### src/sv/expert_cache_lru_with_retain_assert.svh
// Assertion macros used by the expert cache datapath.
// Each expects a clock named clk and an active-low reset named arst_n in scope.
`ifndef EXPERT_CACHE_LRU_WITH_RETAIN_ASSERT_SVH
`define EXPERT_CACHE_LRU_WITH_RETAIN_ASSERT_SVH

// Condition holds at every clock edge outside reset.
`define ECL_ASSERT_ALWAYS(lbl, cond, msg) \
	lbl: assert property (@(posedge clk) disable iff (!arst_n) (cond)) else $error(msg);

// Consequence holds in the same cycle as the antecedent.
`define ECL_ASSERT_SAME(lbl, ante, cons, msg) \
	lbl: assert property (@(posedge clk) disable iff (!arst_n) (ante) |-> (cons)) \
		else $error(msg);

// Consequence holds in the cycle after the antecedent.
`define ECL_ASSERT_NEXT(lbl, ante, cons, msg) \
	lbl: assert property (@(posedge clk) disable iff (!arst_n) (ante) |=> (cons)) \
		else $error(msg);

`endif

### src/sv/ecl_pkg.sv
`default_nettype none

package ecl_pkg;

	localparam int CACHE_SLOTS = 32;
	localparam int MAX_EXPERTS = 128;

	// Fixed field widths
	localparam int ID_W       = 7;
	localparam int OCC_W      = 6;
	localparam int CAPREG_W   = 6;
	localparam int TOTREG_W   = 8;
	localparam int CFG_IDX_W  = 1;
	localparam int CFG_DATA_W = 8;

	localparam int SLOT_W = (CACHE_SLOTS > 1) ? $clog2(CACHE_SLOTS) : 1;
	localparam int CNT_W  = $clog2(CACHE_SLOTS + 1);
	localparam int MAP_W  = (MAX_EXPERTS > 1) ? $clog2(MAX_EXPERTS) : 1;
	localparam int CAP_W  = (CNT_W > CAPREG_W) ? CNT_W : CAPREG_W;
	localparam int TOT_W  = ($clog2(MAX_EXPERTS + 1) > TOTREG_W) ?
		$clog2(MAX_EXPERTS + 1) : TOTREG_W;

	localparam logic [CFG_IDX_W-1:0] CFG_CAPACITY     = 1'b0;
	localparam logic [CFG_IDX_W-1:0] CFG_EXPERT_TOTAL = 1'b1;

	typedef enum logic [1:0] {
		OP_REQUEST = 2'd0,
		OP_TOUCH   = 2'd1,
		OP_RETAIN  = 2'd2,
		OP_CLEAR   = 2'd3
	} op_t;

	typedef enum logic [2:0] {
		UPD_NONE,
		UPD_RETAIN_SET,
		UPD_RETAIN_CLR,
		UPD_APPEND,
		UPD_REPLACE
	} upd_t;

	typedef enum logic [1:0] {
		ST_IDLE,
		ST_LOOKUP,
		ST_SCAN,
		ST_EMIT
	} state_t;

	typedef struct packed {
		logic load;
		logic lookup;
		logic scan_step;
		upd_t upd;
		logic emit;
	} cmd_t;

	typedef struct packed {
		op_t  op;
		logic bad;
		logic resident;
		logic need_evict;
		logic scan_match;
		logic scan_last;
		logic out_free;
	} status_t;

endpackage

`default_nettype wire

### src/sv/ecl_ctrl.sv
`default_nettype none

module ecl_ctrl (
	input  logic             clk,
	input  logic             arst_n,
	input  logic             in_valid,
	output logic             in_stall,
	input  ecl_pkg::status_t status,
	output ecl_pkg::cmd_t    cmd
);

	ecl_pkg::state_t state_q, state_d;

	always_ff @(posedge clk or negedge arst_n) begin
		if (!arst_n) begin
			state_q <= ecl_pkg::ST_IDLE;
		end else begin
			state_q <= state_d;
		end
	end

	always_comb begin
		state_d       = state_q;
		cmd.load      = 1'b0;
		cmd.lookup    = 1'b0;
		cmd.scan_step = 1'b0;
		cmd.upd       = ecl_pkg::UPD_NONE;
		cmd.emit      = 1'b0;
		in_stall      = (state_q != ecl_pkg::ST_IDLE);

		unique case (state_q)
			ecl_pkg::ST_IDLE: begin
				if (in_valid) begin
					cmd.load = 1'b1;
					state_d  = ecl_pkg::ST_LOOKUP;
				end
			end
			ecl_pkg::ST_LOOKUP: begin
				cmd.lookup = 1'b1;
				state_d    = ecl_pkg::ST_EMIT;
				unique case (status.op)
					ecl_pkg::OP_CLEAR: begin
						cmd.upd = ecl_pkg::UPD_RETAIN_CLR;
					end
					ecl_pkg::OP_RETAIN: begin
						if (!status.bad) cmd.upd = ecl_pkg::UPD_RETAIN_SET;
					end
					ecl_pkg::OP_REQUEST: begin
						if (!status.bad && !status.resident) begin
							if (status.need_evict) begin
								state_d = ecl_pkg::ST_SCAN;
							end else begin
								cmd.upd = ecl_pkg::UPD_APPEND;
							end
						end
					end
					ecl_pkg::OP_TOUCH: begin
						if (!status.bad && status.resident) state_d = ecl_pkg::ST_SCAN;
					end
					default: state_d = ecl_pkg::ST_EMIT;
				endcase
			end
			ecl_pkg::ST_SCAN: begin
				// walk one slot a cycle, oldest first
				if (status.scan_match || status.scan_last) begin
					cmd.upd = ecl_pkg::UPD_REPLACE;
					state_d = ecl_pkg::ST_EMIT;
				end else begin
					cmd.scan_step = 1'b1;
				end
			end
			ecl_pkg::ST_EMIT: begin
				// hold until the output register is free
				if (status.out_free) begin
					cmd.emit = 1'b1;
					state_d  = ecl_pkg::ST_IDLE;
				end
			end
			default: state_d = ecl_pkg::ST_IDLE;
		endcase
	end

endmodule

`default_nettype wire

### src/sv/ecl_datapath.sv
`default_nettype none
`include "expert_cache_lru_with_retain_assert.svh"

module ecl_datapath (
	input  logic                             clk,
	input  logic                             arst_n,
	input  logic                             cfg_we,
	input  logic [ecl_pkg::CFG_IDX_W-1:0]    cfg_index,
	input  logic [ecl_pkg::CFG_DATA_W-1:0]   cfg_wdata,
	input  logic [1:0]                       operation,
	input  logic [ecl_pkg::ID_W-1:0]         expert_id,
	input  ecl_pkg::cmd_t                    cmd,
	output ecl_pkg::status_t                 status,
	input  logic                             out_stall,
	output logic                             out_valid,
	output logic                             hit,
	output logic                             evict_valid,
	output logic [ecl_pkg::ID_W-1:0]         evicted_expert,
	output logic [ecl_pkg::OCC_W-1:0]        occupancy,
	output logic                             bad_id
);

	logic [ecl_pkg::CAPREG_W-1:0] capacity_q;
	logic [ecl_pkg::TOTREG_W-1:0] expert_total_q;

	ecl_pkg::op_t                op_q;
	logic [ecl_pkg::ID_W-1:0]    id_q;
	logic [ecl_pkg::SLOT_W-1:0]  idx_q;
	logic [ecl_pkg::CNT_W-1:0]   count_q;
	logic [ecl_pkg::ID_W-1:0]    lru_q [ecl_pkg::CACHE_SLOTS];
	logic [ecl_pkg::MAX_EXPERTS-1:0] resident_q;
	logic [ecl_pkg::MAX_EXPERTS-1:0] retain_q;

	logic                        res_hit_q, res_ev_q, res_bad_q;
	logic [ecl_pkg::ID_W-1:0]    res_evid_q;

	logic                        out_valid_q, out_hit_q, out_ev_q, out_bad_q;
	logic [ecl_pkg::ID_W-1:0]    out_evid_q;
	logic [ecl_pkg::OCC_W-1:0]   out_occ_q;

	logic [ecl_pkg::TOT_W-1:0]   eff_total;
	logic [ecl_pkg::CAP_W-1:0]   eff_cap;
	logic [ecl_pkg::MAP_W-1:0]   map_id;
	logic [ecl_pkg::ID_W-1:0]    entry;
	logic [ecl_pkg::ID_W-1:0]    removed;
	logic [ecl_pkg::SLOT_W-1:0]  pos;
	logic [ecl_pkg::SLOT_W-1:0]  last_slot;
	logic                        bad_now;
	logic                        scan_match;
	logic                        out_free;

	always_comb begin
		eff_total = (ecl_pkg::TOT_W'(expert_total_q) > ecl_pkg::TOT_W'(ecl_pkg::MAX_EXPERTS)) ?
			ecl_pkg::TOT_W'(ecl_pkg::MAX_EXPERTS) : ecl_pkg::TOT_W'(expert_total_q);
		if (capacity_q == '0) begin
			eff_cap = ecl_pkg::CAP_W'(1);
		end else if (ecl_pkg::CAP_W'(capacity_q) > ecl_pkg::CAP_W'(ecl_pkg::CACHE_SLOTS)) begin
			eff_cap = ecl_pkg::CAP_W'(ecl_pkg::CACHE_SLOTS);
		end else begin
			eff_cap = ecl_pkg::CAP_W'(capacity_q);
		end
	end

	assign bad_now    = (op_q != ecl_pkg::OP_CLEAR) &&
		(ecl_pkg::TOT_W'(id_q) >= eff_total);
	assign map_id     = ecl_pkg::MAP_W'(id_q);
	assign entry      = lru_q[idx_q];
	assign scan_match = (op_q == ecl_pkg::OP_TOUCH) ? (entry == id_q) :
		!retain_q[ecl_pkg::MAP_W'(entry)];
	// every resident retained: fall back to the oldest slot
	assign pos        = scan_match ? idx_q : '0;
	assign removed    = scan_match ? entry : lru_q[0];
	assign last_slot  = ecl_pkg::SLOT_W'(count_q - ecl_pkg::CNT_W'(1));
	assign out_free   = !out_valid_q || !out_stall;

	always_comb begin
		status.op         = op_q;
		status.bad        = bad_now;
		status.resident   = resident_q[map_id];
		status.need_evict = ecl_pkg::CAP_W'(count_q) >= eff_cap;
		status.scan_match = scan_match;
		status.scan_last  = (ecl_pkg::CNT_W'(idx_q) + ecl_pkg::CNT_W'(1)) >= count_q;
		status.out_free   = out_free;
	end

	always_ff @(posedge clk or negedge arst_n) begin
		if (!arst_n) begin
			capacity_q     <= ecl_pkg::CAPREG_W'(ecl_pkg::CACHE_SLOTS);
			expert_total_q <= ecl_pkg::TOTREG_W'(ecl_pkg::MAX_EXPERTS);
		end else if (cfg_we) begin
			unique case (cfg_index)
				ecl_pkg::CFG_CAPACITY:     capacity_q     <= cfg_wdata[ecl_pkg::CAPREG_W-1:0];
				ecl_pkg::CFG_EXPERT_TOTAL: expert_total_q <= cfg_wdata[ecl_pkg::TOTREG_W-1:0];
				default: ;
			endcase
		end
	end

	always_ff @(posedge clk or negedge arst_n) begin
		if (!arst_n) begin
			count_q    <= '0;
			resident_q <= '0;
			retain_q   <= '0;
		end else begin
			unique case (cmd.upd)
				ecl_pkg::UPD_RETAIN_SET: retain_q[map_id] <= 1'b1;
				ecl_pkg::UPD_RETAIN_CLR: retain_q <= '0;
				ecl_pkg::UPD_APPEND: begin
					resident_q[map_id] <= 1'b1;
					count_q            <= count_q + ecl_pkg::CNT_W'(1);
				end
				ecl_pkg::UPD_REPLACE: begin
					if (op_q == ecl_pkg::OP_REQUEST) resident_q[ecl_pkg::MAP_W'(removed)] <= 1'b0;
					resident_q[map_id] <= 1'b1;
				end
				default: ;
			endcase
		end
	end

	// Slot contents beyond the count are never read; no reset needed.
	always_ff @(posedge clk) begin
		if (cmd.upd == ecl_pkg::UPD_APPEND) begin
			lru_q[ecl_pkg::SLOT_W'(count_q)] <= id_q;
		end else if (cmd.upd == ecl_pkg::UPD_REPLACE) begin
			// close the gap, then place the expert as newest
			for (int i = 0; i < ecl_pkg::CACHE_SLOTS - 1; i++) begin
				if (ecl_pkg::CNT_W'(i) >= ecl_pkg::CNT_W'(pos) &&
					ecl_pkg::CNT_W'(i + 1) < count_q) begin
					lru_q[i] <= lru_q[i + 1];
				end
			end
			lru_q[last_slot] <= id_q;
		end
	end

	always_ff @(posedge clk or negedge arst_n) begin
		if (!arst_n) begin
			op_q       <= ecl_pkg::OP_REQUEST;
			id_q       <= '0;
			idx_q      <= '0;
			res_hit_q  <= 1'b0;
			res_ev_q   <= 1'b0;
			res_evid_q <= '0;
			res_bad_q  <= 1'b0;
		end else begin
			if (cmd.load) begin
				op_q       <= ecl_pkg::op_t'(operation);
				id_q       <= expert_id;
				idx_q      <= '0;
				res_hit_q  <= 1'b0;
				res_ev_q   <= 1'b0;
				res_evid_q <= '0;
				res_bad_q  <= 1'b0;
			end
			if (cmd.lookup) begin
				res_bad_q <= bad_now;
				res_hit_q <= !bad_now && resident_q[map_id] &&
					(op_q == ecl_pkg::OP_REQUEST || op_q == ecl_pkg::OP_TOUCH);
			end
			if (cmd.scan_step) idx_q <= idx_q + ecl_pkg::SLOT_W'(1);
			if (cmd.upd == ecl_pkg::UPD_REPLACE && op_q == ecl_pkg::OP_REQUEST) begin
				res_ev_q   <= 1'b1;
				res_evid_q <= removed;
			end
		end
	end

	always_ff @(posedge clk or negedge arst_n) begin
		if (!arst_n) begin
			out_valid_q <= 1'b0;
		end else if (cmd.emit) begin
			out_valid_q <= 1'b1;
		end else if (!out_stall) begin
			out_valid_q <= 1'b0;
		end
	end

	always_ff @(posedge clk) begin
		if (cmd.emit) begin
			out_hit_q  <= res_hit_q;
			out_ev_q   <= res_ev_q;
			out_evid_q <= res_evid_q;
			out_occ_q  <= ecl_pkg::OCC_W'(count_q);
			out_bad_q  <= res_bad_q;
		end
	end

	assign out_valid      = out_valid_q;
	assign hit            = out_hit_q;
	assign evict_valid    = out_ev_q;
	assign evicted_expert = out_evid_q;
	assign occupancy      = out_occ_q;
	assign bad_id         = out_bad_q;

	`ECL_ASSERT_ALWAYS(a_count_max, count_q <= ecl_pkg::CNT_W'(ecl_pkg::CACHE_SLOTS), "count above slots")
	`ECL_ASSERT_NEXT(a_replace_count, cmd.upd == ecl_pkg::UPD_REPLACE, $stable(count_q), "replace moved count")
	`ECL_ASSERT_NEXT(a_append_count, cmd.upd == ecl_pkg::UPD_APPEND, count_q == $past(count_q) + ecl_pkg::CNT_W'(1), "append did not grow")
	`ECL_ASSERT_SAME(a_emit_free, cmd.emit, out_free, "result overwrote pending output")

endmodule

`default_nettype wire

### src/sv/expert_cache_lru_with_retain.sv
// Expert cache residency manager with LRU order and retain marks. One request
// in, one result out. A request is taken only while the block is idle and then
// occupies it through load, lookup and emit when no LRU walk is needed (hit,
// retain set, retain clear, invalid id, a touch of a non-resident expert, or a
// miss with free slots), and through a scan between lookup and emit when it
// walks the LRU order (a touch of a resident expert, or a miss on a full cache),
// visiting 1 to 32 slots: the walk examines one slot per cycle, oldest first.
// The result sits in an output register, so the next request is taken while it
// waits; a new result is only written once the previous one has gone.
`default_nettype none

module expert_cache_lru_with_retain (
	input  logic                           clk,
	input  logic                           arst_n,
	input  logic                           cfg_we,
	input  logic [ecl_pkg::CFG_IDX_W-1:0]  cfg_index,
	input  logic [ecl_pkg::CFG_DATA_W-1:0] cfg_wdata,
	input  logic                           in_valid,
	output logic                           in_stall,
	input  logic [1:0]                     operation,
	input  logic [ecl_pkg::ID_W-1:0]       expert_id,
	output logic                           out_valid,
	input  logic                           out_stall,
	output logic                           hit,
	output logic                           evict_valid,
	output logic [ecl_pkg::ID_W-1:0]       evicted_expert,
	output logic [ecl_pkg::OCC_W-1:0]      occupancy,
	output logic                           bad_id
);

	ecl_pkg::cmd_t    cmd;
	ecl_pkg::status_t status;

	ecl_ctrl u_ctrl (
		.clk      (clk),
		.arst_n   (arst_n),
		.in_valid (in_valid),
		.in_stall (in_stall),
		.status   (status),
		.cmd      (cmd)
	);

	ecl_datapath u_datapath (
		.clk            (clk),
		.arst_n         (arst_n),
		.cfg_we         (cfg_we),
		.cfg_index      (cfg_index),
		.cfg_wdata      (cfg_wdata),
		.operation      (operation),
		.expert_id      (expert_id),
		.cmd            (cmd),
		.status         (status),
		.out_stall      (out_stall),
		.out_valid      (out_valid),
		.hit            (hit),
		.evict_valid    (evict_valid),
		.evicted_expert (evicted_expert),
		.occupancy      (occupancy),
		.bad_id         (bad_id)
	);

endmodule

`default_nettype wire

### config.mk
export PLATFORM = sky130hd
export DESIGN_NAME = expert_cache_lru_with_retain
export DESIGN_NICKNAME = d
export VERILOG_FILES = /design/src/sv/ecl_pkg.sv /design/src/sv/ecl_ctrl.sv /design/src/sv/ecl_datapath.sv /design/src/sv/expert_cache_lru_with_retain.sv
export VERILOG_INCLUDE_DIRS = /design/src /design/src/sv
export SDC_FILE = /design/constraint.sdc
export NUM_CORES = 1
export LEC_CHECK = 0
export BUFFER_PORTS_ARGS = -buffer_cell sky130_fd_sc_hd__buf_4
export CAP_MARGIN = 20
export CORE_MARGIN = 3
export CORE_UTILIZATION = 40
export DETAILED_ROUTE_END_ITERATION = 8
export HOLD_SLACK_MARGIN = 0.02
export PLACE_DENSITY = 0.56
export SYNTH_ARGS = -nofsm -noshare
export SYNTH_HDL_FRONTEND = slang
export SYNTH_SLANG_ARGS = --single-unit
### constraint.sdc
create_clock -name clk -period 5.75 [get_ports clk]
set_input_delay 0.8625 -clock clk [delete_from_list [all_inputs] [get_ports clk]]
set_output_delay 0.8625 -clock clk [all_outputs]
set_load 0.01 [all_outputs]
==> metrics.md <==
| Metric | Value |
|---|---|
| Status | `complete, no violations` |
| Worst Path Class, Setup | `flop to flop` |
| Setup-failing EPs final | `0` |
| Met2 WL | `47.7 mm` |
| Vias post-DR | `22,900` |
| Area grow syn2layout | `13.9%` |
| Sequential share of power | `29.3%` |
| Crit path cell chain | `buf_12, buf_4, mux4_2, a22oi_1, nand2_1, o31ai_1, a22oi_1, o2111ai_1, a2111o_1, o221a_4, buf_4, a21boi_2, nor2_1, a32oi_1, buf_12, o21bai_1` |
| First-pass GRT wire length | `150 mm` |
| CTS Sinks | `543` |
| CP Data Arrival Time | `5.93 ns` |
| Gr usage total | `25.4%` |
| Post-synth cell types | `103` |
| DP Wirelength | `70.3 mm` |
| Top sig layer | `met4` |
| PortBufs | `40` |
| Fraction of layout cells with a size suffix above 1 | `27.4%` |
| Int Pwr | `11.0 mW` |
| Clk buf depth | `3` |
| CTS buffer count | `58` |
| Fill cells | `6,633` |
| P_leak | `12.9 nW` |
| Nets@finish | `2,717` |
| Cell family with most CP delay | `compound AO/OA/AOI/OAI gates` |
| Switching share of total power | `43.1%` |
| Critical Path Source Type | `flop` |
| Cells after Synth | `2,567` |
| Worst skew pair latency | `0.65 ns` |
| Share of the synthesized area in the top cell type | `25.3%` |
| Fin Clk Skew | `0.0281 ns` |
| ANT nets after route | `0` |
| Max-Slew Margin vs Limit | `28.7%` |
| Clock transition at path regs | `0.06 ns` |
| Primary FF master, synth | `dfrtp_1` |
| Worst Path Required | `6.01 ns` |
| RSZ-0062 raised after global routing | `false` |
| Buf+Inv Stages, Crit Path | `4` |
| Fin. max-slew vios | `0` |
| Worst min path class | `input port to async pin` |
| Final hold violation count | `0` |
| Final period util | `98.7%` |
| Die X-Extent | `279 µm` |
| Initial Util | `40.5%` |
| M1 wire length | `42.6 mm` |
| ANT cells | `0` |
| Area leader, netlist | `dfrtp_1` |
| Vias in the first global route | `22,800` |
| Total gr overflow | `0` |
| Routed length per instance | `27.5 µm` |
| Post-route DRC | `0` |
| Clock power frac | `20.5%` |
| Tot Pwr | `19.3 mW` |
| Number of flops mapped to enable cells by yosys | `240` |
| Net Switching | `8.32 mW` |
| DR iter-0 viols | `2,308` |
| Via/cell ratio | `6.23` |
| Cell area after synthesis | `29,700 µm²` |
| Worst slew pin tran | `1.06 ns` |
| Asr flop ratio synth | `55.8%` |
| Yosys Warn Count | `0` |
| WL final | `101 mm` |
| Synthesized Nets | `2,621` |
| Slowest stage delay, CP | `0.81 ns` |
| Die area | `77,600 µm²` |
| PwrDens | `569 nW/µm²` |
| Flops & latches, synth | `543` |
| CTS tree | `done` |
| Initial antenna violation count | `1` |
| Drt pass-1 iters | `5` |
| H-tree depth | `2` |
| Final worst path period need | `5.67 ns` |
| IR Drop Worst-Case VDD | `0.348 mV` |
| Crit-path slowest cell | `o31ai_1` |
| Combinational Power Share | `50.2%` |
| Util after Layout | `46.2%` |
| Row cnt | `99` |
| Met3 WL | `6.35 mm` |
| Area contributors post-synth | `dfrtp_1 (25%), edfxtp_1 (24%), mux2_2 (9.8%)` |
| Sequential-to-total area share from yosys stat | `49.7%` |
| Pin count of the biggest net entering global routing | `133` |
| IO Pins | `41` |
| Fmax | `0.176 GHz` |
| Average cell area after synthesis | `11.6 µm²` |
| Root buf cell | `clkbuf_16` |
| Largest fanout on the critical path | `21` |
| Max cap viols | `0` |
| Gpl congestion | `1.03` |
| Die Height | `279 µm` |
| CORE AREA | `73,300 µm²` |
| Worst Setup End Kind | `flop` |
sequential cells by signal, indices dropped and copies added (netlist names):
| register | flops |
|---|---|
| u_datapath.res_hit_q | 1 |
| u_ctrl.state_q | 2 |
| u_datapath.resident_q | 128 |
| u_datapath.evicted_expert | 7 |
| u_datapath.op_q | 2 |
| u_datapath.idx_q | 5 |
| u_datapath.id_q | 7 |
| u_datapath.capacity_q | 6 |
| u_datapath.count_q | 6 |
| u_datapath.res_bad_q | 1 |
| u_datapath.res_evid_q | 7 |
| u_datapath.occupancy | 6 |
| u_datapath.expert_total_q | 8 |
| u_datapath.out_valid | 1 |
| u_datapath.evict_valid | 1 |
| u_datapath.retain_q | 128 |
| u_datapath.lru_q | 224 |
| u_datapath.bad_id | 1 |
| u_datapath.hit | 1 |
| u_datapath.res_ev_q | 1 |
stage by stage:
| step | cell area (µm²) | hold WS, ns | setup WS (ns) | TNS [ns] | instances |
|---|---|---|---|---|---|
| global route | 33900 | 0.252 | 0.0114 | 0 | 3670 |
| floorplan | 29700 | 0.425 | 0.627 | 0 | 2567 |
| detailed placement | 31800 | 0.441 | -0.0800 | -1.11 | 3556 |
| finish | 33900 | 0.217 | 0.0775 | 0 | 3670 |
| CTS | 33800 | 0.232 | 0.0250 | 0 | 3667 |
| global placement | 31800 | 0.443 | -0.101 | -1.40 | 3555 |
cell type report:
type                    instances  area, µm²  share of cell area, %
clock buffers                  81       1660                   4.90
well taps                     959       1200                   3.54
clock inverters                27        332                  0.979
inverters                      32        120                  0.355
repair buffers                231       1880                   5.54
flip-flops and latches        543      14800                   43.7
multi-input cells            1797      13900                   41.0
what timing repair did:
action	in CTS	in global routing
endpoints found under the hold margin	0	0
cloned	0	1
setup buffers	3	1
endpoints found under the setup margin	61	209
hold buffers	0	0
pin swaps	0	1
gates resized for setup	3	10
cells in the final DEF, fill, tap and decap left out, types with 18 or more instances in the layout:
master,count
dfrtp_1,291
mux2_2,259
edfxtp_1,240
nor2_1,222
o21ai_0,217
buf_4,217
nand2_1,149
a21oi_1,106
o31ai_1,88
mux4_2,77
mux2i_1,76
o21a_1,63
clkbuf_16,61
nand3_1,59
a22oi_1,34
nor3_1,33
ha_1,31
o22ai_1,27
nand2b_1,26
inv_1,26
nor2b_1,18
logic make-up (layout without fill, tap and decap cells):
group | Yosys count | count (layout) | share of synthesized area, %
flip-flops | 543 | 543 | 49.7
buffers and inverters | 227 | 371 | 3.95
XOR/XNOR | 18 | 18 | 0.530
AND/OR/NAND/NOR | 629 | 629 | 10.4
multiplexers | 419 | 419 | 18.7
AO/OA/AOI/OAI | 700 | 700 | 15.4
adder cells (fa/ha/maj) | 31 | 31 | 1.30
layer usage:
layer | up-vias | global-route usage [%]
met4 | 0 | 9.86
met3 | 249 | 3.54
met5 | - | 0
met1 | 11700 | 34.5
li1 | 9902 | -
met2 | 1004 | 41.5
power groups by stage:
stage          clock [mW]  sequential (mW)  combinational, mW
6_report             3.96             5.65               9.68
5_1_grt              4.17             5.71               10.2
4_1_cts              4.02             5.63               9.42
2_1_floorplan           0             5.33               6.15
3_5_place_dp            0             5.70               9.36
3_3_place_gp            0             5.67               9.26
cells in the mapped netlist (18+ instances only):
| cell | instances |
|---|---|
| edfxtp_1 | 240 |
| mux4_2 | 77 |
| buf_2 | 40 |
| a21oi_1 | 106 |
| o21ai_0 | 217 |
| o31ai_1 | 88 |
| buf_6 | 27 |
| mux2i_1 | 78 |
| inv_1 | 26 |
| nor2b_1 | 18 |
| nor3_1 | 35 |
| nor2_1 | 223 |
| nand3_1 | 59 |
| mux2_2 | 259 |
| dfrtp_1 | 301 |
| ha_1 | 31 |
| clkbuf_1 | 104 |
| nand2b_1 | 26 |
| o21a_1 | 63 |
| a22oi_1 | 34 |
| nand2_1 | 149 |
| o22ai_1 | 27 |
| o21bai_1 | 21 |
| a31oi_1 | 19 |
final timing paths:
| kind | startpoint | endpoint | slack [ns] | cells past startpoint |
|---|---|---|---|---|
| worst min register to register | u_datapath.res_evid_q[4]$_DFFE_PN0P_ | u_datapath.evicted_expert[4]$_DFFE_PP_ | 0.46 | 0 |
| worst max register to register | u_datapath.idx_q[0]$_DFFE_PN0P_ | u_datapath.lru_q[22][4]$_DFFE_PP_ | 0.08 | 16 |
| worst max-delay path | u_datapath.idx_q[0]$_DFFE_PN0P_ | u_datapath.lru_q[22][4]$_DFFE_PP_ | 0.08 | 16 |
| min in group clk | operation[1] | u_datapath.op_q[1]$_DFFE_PN0P_ | 0.45 | 2 |
| max in group asynchronous | arst_n | u_datapath.idx_q[1]$_DFFE_PN0P_ | 4.33 | 2 |
| worst min-delay path | arst_n | u_datapath.resident_q[24]$_DFFE_PN0P_ | 0.22 | 1 |
No activity file was read; power rests on OpenSTA's default activity.
